===== src/design/bdpm_ram.sv =====
// Generic simple dual-port RAM: one write port, one read port, registered read.
// Holds the slot table of the pointer map; no dependencies.
module bdpm_ram #(
    parameter int WIDTH = 8,
    parameter int DEPTH = 16
) (
    input  logic                     clk,
    input  logic                     wr_en,
    input  logic [$clog2(DEPTH)-1:0] wr_addr,
    input  logic [WIDTH-1:0]         wr_data,
    input  logic                     rd_en,
    input  logic [$clog2(DEPTH)-1:0] rd_addr,
    output logic [WIDTH-1:0]         rd_data
);

    logic [WIDTH-1:0] mem [DEPTH];

    always_ff @(posedge clk)
    begin
        if (wr_en)
        begin
            mem[wr_addr] <= wr_data;
        end
    end

    always_ff @(posedge clk)
    begin
        if (rd_en)
        begin
            rd_data <= mem[rd_addr];
        end
    end

endmodule


===== config.mk =====
export PLATFORM = sky130hd
export DESIGN_NAME = bdpm_ram
export DESIGN_NICKNAME = d
export VERILOG_FILES = /design/src/design/bdpm_ram.sv
export SDC_FILE = /design/constraint.sdc
export NUM_CORES = 1
export LEC_CHECK = 0
export BUFFER_PORTS_ARGS = -buffer_cell sky130_fd_sc_hd__buf_2
export CORE_MARGIN = 4
export CORE_UTILIZATION = 44
export CTS_BUF_LIST = sky130_fd_sc_hd__clkbuf_16
export DETAILED_ROUTE_END_ITERATION = 10
export SYNTH_ARGS = -nofsm -noshare
export SYNTH_HDL_FRONTEND = slang
export SYNTH_SLANG_ARGS = --single-unit

===== constraint.sdc =====
create_clock -name clk -period 5.4 [get_ports clk]
set_clock_uncertainty 0.1 [all_clocks]
set_input_delay 0.54 -clock clk [delete_from_list [all_inputs] [get_ports clk]]
set_output_delay 0.54 -clock clk [all_outputs]
set_load 0.01 [all_outputs]

==> load_flow_metrics.sql <==
INSERT INTO impl_metrics (metric_group, metric, value, unit) VALUES
('synth', 'synth-adder-area-share', '0', '%'),
('pwr', 'net_switching', '0.488', 'mW'),
('pwr', 'pwr-share-comb', '4.3', '%'),
('layout', 'share_of_cells_above_drive_strength_1', '27.7', '%'),
('synth', 'synth_sequential_area_ratio', '78.1', '%'),
('clocking', 'h-tree-depth', '4', ''),
('clocking', 'cts_root_buffer', 'sky130_fd_sc_hd__clkbuf_16', ''),
('synth', 'postSynthRegisterBits', '136', ''),
('global_routing', 'gr-usage-met1', '23.5', '%'),
('pwr', 'netSwitchingFraction', '20.0', '%'),
('synth', 'muxShareOfSynthArea', '14.8', '%'),
('synth', 'synth_fp_nets', '248', ''),
('clocking', 'cts_resized', '0', ''),
('pwr', 'p_leak', '2.01', 'nW'),
('route', 'drt-pass1-iter-count', '4', ''),
('global_routing', 'gr-usage-met2', '24.6', '%'),
('status', 'result_of_the_run', 'finished, final reports clean', ''),
('pwr', 'cellInternalPower', '1.95', 'mW'),
('flow_run', 'cap_violations', '0', ''),
('clocking', 'clock_path_buffers', '2', ''),
('clocking', 'clock_pin_slew_reported_for_the_worst_setup_and_hold_paths_after_clock_tree_synthesis', '0.06', 'ns'),
('global_routing', 'grt_util_met3', '3.86', '%'),
('timing', 'final.period_utilization', '43.3', '%'),
('global_routing', 'first_pass_grt_wire_length', '15500', 'µm'),
('clocking', 'hold_buffers', '0', ''),
('route', 'routed-via-count', '2383', ''),
('synth', 'yosysWarnings', '0', ''),
('synth', 'synth-compound-area-share', '2.30', '%'),
('timing', 'postLayoutSetupSlackWorst', '3.06', 'ns'),
('floorplanning', 'pin_count', '27', ''),
('critical_path', 'reg2reg_slack', '3.80', 'ns'),
('global_routing', 'grt_remaining_overflow', '0', ''),
('place', 'preCtsSetupSlack', '2.61', 'ns'),
('timing', 'timing.final.max_slew_violations', '0', ''),
('route', 'drcViolationCount', '0', ''),
('layout', 'insertedDiodeCount', '0', ''),
('critical_path', 'critical_path_peak_fanout', '32', ''),
('floorplanning', 'die_w', '117', 'µm'),
('clocking', 'clk_sink_count', '136', ''),
('route', 'avgViaCountPerCell', '5.66', ''),
('global_routing', 'grt.busiest_layer', 'met2', ''),
('pwr', 'power.clock.fraction', '46.7', '%'),
('pwr', 'cellPowerDensity', '402', 'nW/µm²'),
('floorplanning', 'die_area', '13700', 'µm²'),
('layout', 'syn2layout_area_growth', '15.8', '%'),
('synth', 'post_synth_xor_area_fraction', '0', '%'),
('clocking', 'clk_latency', '0.41', 'ns'),
('pwr', 'design_power_total', '2.44', 'mW'),
('layout', 'mostFrequentLayoutCell', 'sky130_fd_sc_hd__edfxtp_1', ''),
('timing', 'hold_vio_cnt_final', '0', ''),
('floorplanning', 'die_h', '117', 'µm'),
('floorplanning', 'rows', '39', ''),
('min_path', 'hp-class', 'in -> reg', ''),
('global_routing', 'antenna_found_initial', '0', ''),
('route', 'first_iter_violations', '252', ''),
('critical_path', 'crit_path_start_kind', 'primary input', ''),
('synth', 'avgSynthCellArea', '22.8', 'µm²'),
('clocking', 'cts_made_buffers', '17', ''),
('route', 'detail-route-antenna-nets', '0', ''),
('critical_path', 'timing_worst_setup_path_type', 'in -> reg', ''),
('timing', 'fmax', '428', 'MHz'),
('synth', 'mappedNetlistArea', '5230', 'µm²'),
('timing', 'rsz_0062_raised_after_global_routing', 'false', ''),
('floorplanning', 'floorplan.initialDensity', '45.4', '%'),
('clocking', 'postCtsSetupBuffers', '0', ''),
('synth', 'synth_top_family_by_area', 'multiplexers', ''),
('timing', 'finalSetupTns', '0', 'ns'),
('synth', 'netlist-cell-type-count', '18', ''),
('place', 'routabilityCongestion', '0.735', ''),
('global_routing', 'groute.usage.overall', '16.4', '%'),
('layout', 'final_cell_count_no_fill', '421', '');
-- registers in the layout, summed over array words and instances, names as in the netlist --
| register | cells |
|---|---|
| rd_data | 8 |
| mem | 128 |
-- kinds of logic after synthesis --
family	Yosys count
compound gates	16
buf+inv	10
flops	136
mux	32
simple gates	35
-- area by class of cell --
type | count | area (µm²)
Fill cell | 896 | 5460
Sequential cell | 136 | 4080
Multi-Input combinational cell | 83 | 1070
Clock buffer | 17 | 425
Tap cell | 143 | 179
Clock inverter | 15 | 163
Timing Repair Buffer | 27 | 138
-- Yosys cell counts --
cell	count	area share (%)
sky130_fd_sc_hd__and2_1	1	0.12
sky130_fd_sc_hd__nand2b_1	2	0.24
sky130_fd_sc_hd__or3b_2	1	0.17
sky130_fd_sc_hd__nor3_1	4	0.38
sky130_fd_sc_hd__mux4_1	14	7.0
sky130_fd_sc_hd__nand3b_1	2	0.29
sky130_fd_sc_hd__nand3_1	1	0.096
sky130_fd_sc_hd__buf_6	3	0.65
sky130_fd_sc_hd__and2b_1	1	0.14
sky130_fd_sc_hd__buf_2	3	0.29
sky130_fd_sc_hd__clkdlybuf4s25_2	3	0.57
sky130_fd_sc_hd__a22oi_1	16	2.3
sky130_fd_sc_hd__mux4_2	18	7.8
sky130_fd_sc_hd__buf_4	1	0.14
sky130_fd_sc_hd__nand2_1	9	0.65
sky130_fd_sc_hd__nor2b_1	1	0.12
sky130_fd_sc_hd__nor2_1	13	0.93
sky130_fd_sc_hd__edfxtp_1	136	78
-- worst paths after layout --
path / from / end / depth (start not counted)
setup reg to reg: mem[1][5] / rd_data[5] / 3
hold / removal: rd_en / rd_data[5] / 1
hold reg to reg: mem[15][1] / rd_data[1] / 3
setup / recovery: rd_addr[0] / rd_data[5] / 4
-- metrics by stage --
step           utilization (%)  hold WS [ns]  instance area [µm²]
4_1_cts                   52.6         0.396                 6060
2_1_floorplan                -         0.539                 5230
6_report                  52.6         0.405                 6060
5_1_grt                   52.6         0.395                 6060
3_5_place_dp              47.5         0.636                 5470
3_3_place_gp              47.5         0.625                 5470
-- per-layer routing --
metal,routed length (µm),up-vias,part of all wire [%]
li1,-,1056,-
met1,4550,1242,45
met2,4850,74,48
met3,485,11,4.8
met4,160,0,1.6
met5,0,-,0
-- power groups by stage --
| stage | combinational (mW) | sequential, mW | clock (mW) |
|---|---|---|---|
| 4_1_cts | 0.107 | 1.20 | 1.15 |
| 2_1_floorplan | 0.0600 | 1.22 | 0 |
| 3_3_place_gp | 0.104 | 1.22 | 0 |
| 5_1_grt | 0.115 | 1.20 | 1.20 |
| 6_report | 0.104 | 1.20 | 1.14 |
| 3_5_place_dp | 0.106 | 1.22 | 0 |
-- critical path, stage by stage --
cell	delay, ns
sky130_fd_sc_hd__buf_2	0.79
sky130_fd_sc_hd__mux4_1	0.67
sky130_fd_sc_hd__a22oi_1	0.29
sky130_fd_sc_hd__nand2_1	0.09
Note: power is estimated with default switching activity, not from simulation.
