===== src/design/bdpm_pkg.sv =====
// Shared types and constants for the bidirectional typed pointer map.
// Used by the slot compare unit and the top level; depends on nothing else.
package bdpm_pkg;

    localparam int ENTRIES  = 64;
    localparam int PTR_BITS = 48;
    localparam int IDX_W    = $clog2(ENTRIES);
    localparam int SEQ_W    = IDX_W + 1;
    localparam int AGE_W    = IDX_W;
    localparam int KIND_W   = 4;
    localparam int CMD_W    = 4;
    localparam int CNT_W    = 31;
    localparam int OCNT_W   = 32;
    localparam int STAT_W   = 2;

    localparam logic [SEQ_W-1:0] SLOT_END = SEQ_W'(ENTRIES);
    localparam logic [IDX_W-1:0] LAST_IDX = IDX_W'(ENTRIES - 1);

    localparam logic [CMD_W-1:0] CMD_ADD         = 4'd0;
    localparam logic [CMD_W-1:0] CMD_DEL         = 4'd1;
    localparam logic [CMD_W-1:0] CMD_FIND        = 4'd2;
    localparam logic [CMD_W-1:0] CMD_DEL_REV     = 4'd3;
    localparam logic [CMD_W-1:0] CMD_FIND_REV    = 4'd4;
    localparam logic [CMD_W-1:0] CMD_GET_CNT     = 4'd5;
    localparam logic [CMD_W-1:0] CMD_SET_CNT     = 4'd6;
    localparam logic [CMD_W-1:0] CMD_GET_CNT_REV = 4'd7;
    localparam logic [CMD_W-1:0] CMD_SET_CNT_REV = 4'd8;

    localparam logic [STAT_W-1:0] ST_OK   = 2'd0;
    localparam logic [STAT_W-1:0] ST_MISS = 2'd1;
    localparam logic [STAT_W-1:0] ST_FULL = 2'd2;

    typedef struct packed {
        logic [CMD_W-1:0]    cmd;
        logic [KIND_W-1:0]   entry_kind;
        logic [PTR_BITS-1:0] key_ptr;
        logic [PTR_BITS-1:0] data_ptr;
        logic [CNT_W-1:0]    new_count;
    } req_t;

    typedef struct packed {
        logic [STAT_W-1:0]        status;
        logic [PTR_BITS-1:0]      found_key;
        logic [PTR_BITS-1:0]      found_data;
        logic signed [OCNT_W-1:0] found_count;
    } rsp_t;

    typedef struct packed {
        logic [PTR_BITS-1:0] key;
        logic [PTR_BITS-1:0] data;
        logic [KIND_W-1:0]   kind;
        logic [CNT_W-1:0]    count;
        logic [AGE_W-1:0]    age;
    } slot_t;

    localparam int SLOT_W = $bits(slot_t);

    typedef struct packed {
        logic match;
        logic younger;
        logic older;
    } unit_res_t;

endpackage


===== src/design/bdpm_unit.sv =====
// Shared slot compare unit: pointer/type match, age ordering and age step.
// Used by the sequencer in both the search and the age update passes; needs bdpm_pkg.
module bdpm_unit
    import bdpm_pkg::*;
(
    input  slot_t               entry,
    input  logic                reverse,
    input  logic [PTR_BITS-1:0] ptr,
    input  logic [KIND_W-1:0]   kind,
    input  logic [AGE_W-1:0]    ref_age,
    input  logic                age_dec,
    output unit_res_t           res,
    output logic [AGE_W-1:0]    age_next
);

    logic [PTR_BITS-1:0] slot_ptr;

    assign slot_ptr    = reverse ? entry.data : entry.key;
    assign res.match   = (slot_ptr == ptr) && (entry.kind == kind);
    assign res.younger = entry.age < ref_age;
    assign res.older   = entry.age > ref_age;
    assign age_next    = age_dec ? (entry.age - AGE_W'(1)) : (entry.age + AGE_W'(1));

endmodule


===== config.mk =====
export PLATFORM = sky130hd
export DESIGN_NAME = bdpm_unit
export DESIGN_NICKNAME = d
export VERILOG_FILES = /design/src/design/bdpm_pkg.sv /design/src/design/bdpm_unit.sv
export SDC_FILE = /design/constraint.sdc
export NUM_CORES = 1
export LEC_CHECK = 0
export BUFFER_PORTS_ARGS = -buffer_cell sky130_fd_sc_hd__buf_2
export CORE_AREA = 4 4 78 80
export DETAILED_ROUTE_END_ITERATION = 16
export DIE_AREA = 0 0 82 84
export GPL_TIMING_DRIVEN = 0
export PLACE_DENSITY = 0.76
export SYNTH_ARGS = -nofsm -noshare
export SYNTH_HDL_FRONTEND = slang
export SYNTH_SLANG_ARGS = --single-unit

===== constraint.sdc =====
create_clock -name vclk -period 1.1
set_input_delay 0 -clock vclk [all_inputs]
set_output_delay 0 -clock vclk [all_outputs]
set_load 0.1 [all_outputs]

==> flow_metrics.py <==
metrics = {
    "outcome": {
        "status": "complete, but fails checks",
        "violations": "setup timing",
    },
    "synth": {
        "seq_area_frac_synth": 0,
        "synth_cell_type_count": 24,
        "synthCells": 164,
        "synth_area_mm2": 0.00144,
        "syn_nets": 372,
        "ys_warn_count": 0,
        "synth_area_per_cell_um2": 8.80,
    },
    "global_routing": {
        "grt_max_degree": 11,
        "grt_util_all_layers": 0.175,
        "gr-total-overflow": 0,
        "grt_pass1_wl_um": 9340,
        "antenna_found_initial": 11,
        "grt_pass1_vias": 1982,
    },
    "power_and_ir_drop": {
        "power_mw": 1.85,
        "irDropWorstVdd_v": 0.000527,
        "cellLeakagePower_nw": 1.52,
        "power_density_mw_per_mm2": 599,
    },
    "sta": {
        "hold_viol": 0,
        "max_freq_mhz": 548,
        "drv_slew": 0,
        "worstMarginPinSlew_ns": 0.485,
        "setup_ws_ns": -0.726,
        "setup_viol": 5,
        "period_share": 1.66,
        "relSlewSlack": 0.679,
        "finalCriticalPeriod_ns": 1.83,
        "rsz0062_at_grt": "yes",
    },
    "drt": {
        "firstDrtPassIters": 4,
        "via_count": 1990,
        "first_iter_violations": 20,
        "drt-total-wl_um": 7130,
        "drc": 0,
        "routed_via_density": 4.62,
        "ant_nets": 0,
        "wl_per_cell_um": 16.5,
    },
    "cells_and_area": {
        "fin_cells": 431,
        "fillers": 474,
        "final_common_cell": "buf_2",
        "layout.nets": 566,
        "register_area_um2": 0,
        "nClkBuffers": 0,
        "area_growth_syn_to_layout_pct": 114,
        "fin_util": 0.571,
        "seq_cell_count": 0,
        "final_cell_mix": "buf_2 (162), xnor2_1 (50), mux2i_1 (39)",
        "drive_gt1_frac": 0.666,
        "multi_input_area_mm2": 0.00167,
    },
    "floorplanning": {
        "dieArea_mm2": 0.00689,
        "core-area_mm2": 0.00541,
        "rows": 27,
        "ios": 206,
        "die_x_um": 82,
        "die-height_um": 84,
        "floorplan.initialDensity": 0.267,
    },
    "flow_run": {
        "cap_viol_max_count": 0,
    },
    "clock_network": {
        "cts_hold_buf": 0,
    },
    "placed_design": {
        "gp_congestion": 0.794,
        "dp_cells": 410,
        "hpwl_um": 5950,
        "io_buffers": 174,
    },
    "critical_path": {
        "crit_path_max_fanout": 10,
        "critical_path.startpoint_type": "primary input",
        "crit_type": "primary input to output pin",
        "endpoint_kind": "output pin",
        "crit_required_ns": 1.10,
        "crit_arrival_ns": 1.83,
    },
    "min_path": {
        "min_path_cells": 4,
        "hold_path.class": "primary input to output pin",
    },
}
[logic make-up (layout without fill, tap and decap cells)]
group | after synthesis | after routing | share of synthesized area
adder cells (fa/ha/maj) | 11 | 11 | 0.101
other | 0 | 3 | 0
multiplexers | 48 | 48 | 0.333
AND/OR/NAND/NOR | 21 | 21 | 0.0927
buffers and inverters | 17 | 209 | 0.0815
XOR/XNOR | 57 | 57 | 0.346
AO/OA/AOI/OAI | 10 | 10 | 0.0468
[metrics by stage]
step	setup slack [ns]	hold WS (ns)	TNS (ns)	instance area, µm²
after global routing	-0.823	0.508	-1.81	3090
final	-0.726	0.483	-1.47	3090
after global placement	-1.05	0.553	-3.85	2580
after detailed placement	-1.06	0.557	-4.02	2580
after CTS	-0.693	0.511	-1.61	2800
after floorplan	-1.01	0.282	-4.69	1620
[repair_timing]
action | CTS | global route
cloned | 0 | 2
resized for setup | 46 | 27
buffers inserted | 4 | 12
pin swaps | 16 | 13
endpoints found under the setup margin | 8 | 8
[cell usage after synthesis, types with 2 or more instances]
| master | number | area (µm²) |
|---|---|---|
| a21o_1 | 3 | 22.5 |
| a21oi_1 | 3 | 15.0 |
| buf_6 | 3 | 33.8 |
| ha_1 | 10 | 125 |
| inv_1 | 11 | 41.3 |
| mux2i_1 | 48 | 480 |
| nand3_1 | 2 | 10.0 |
| nand4_1 | 3 | 18.8 |
| nor4_1 | 11 | 68.8 |
| xnor2_1 | 54 | 473 |
| xor2_1 | 3 | 26.3 |
[worst max-delay path, stage by stage]
cell and delay [ns]:
buf_6 0.09, buf_4 0.22, mux2i_1 0.26, xnor2_1 0.11, nor4_2 0.31, nand4_1 0.23, nor4_4 0.33, buf_6 0.27
[layout make-up]
type / instances / share of cell area
Tap cell: 72 / 0.0292
Buffer: 6 / 0.0292
Inverter: 11 / 0.0166
Antenna cell: 3 / 0.00243
Multi-Input combinational cell: 147 / 0.541
Timing Repair Buffer: 192 / 0.382
[final timing paths]
check / from / endpoint / slack [ns]
worst max-delay path: reverse / res[2] / -0.73
worst min-delay path: ref_age[0] / res[0] / 0.48
[power breakdown]
part           switching, mW  internal, mW
combinational          0.914         0.935
sequential                 0             0
clock                      0   0.000000365
[layer usage]
metal,routed length (µm),track usage,part of all wire,up-vias
met1,2210,0.162,0.31,860
met4,95,0.00453,0.013,18
met5,107,0,0.015,-
li1,-,-,-,975
met3,1250,0.121,0.17,24
met2,3470,0.327,0.49,113
No activity file was read; power rests on OpenSTA's default activity.
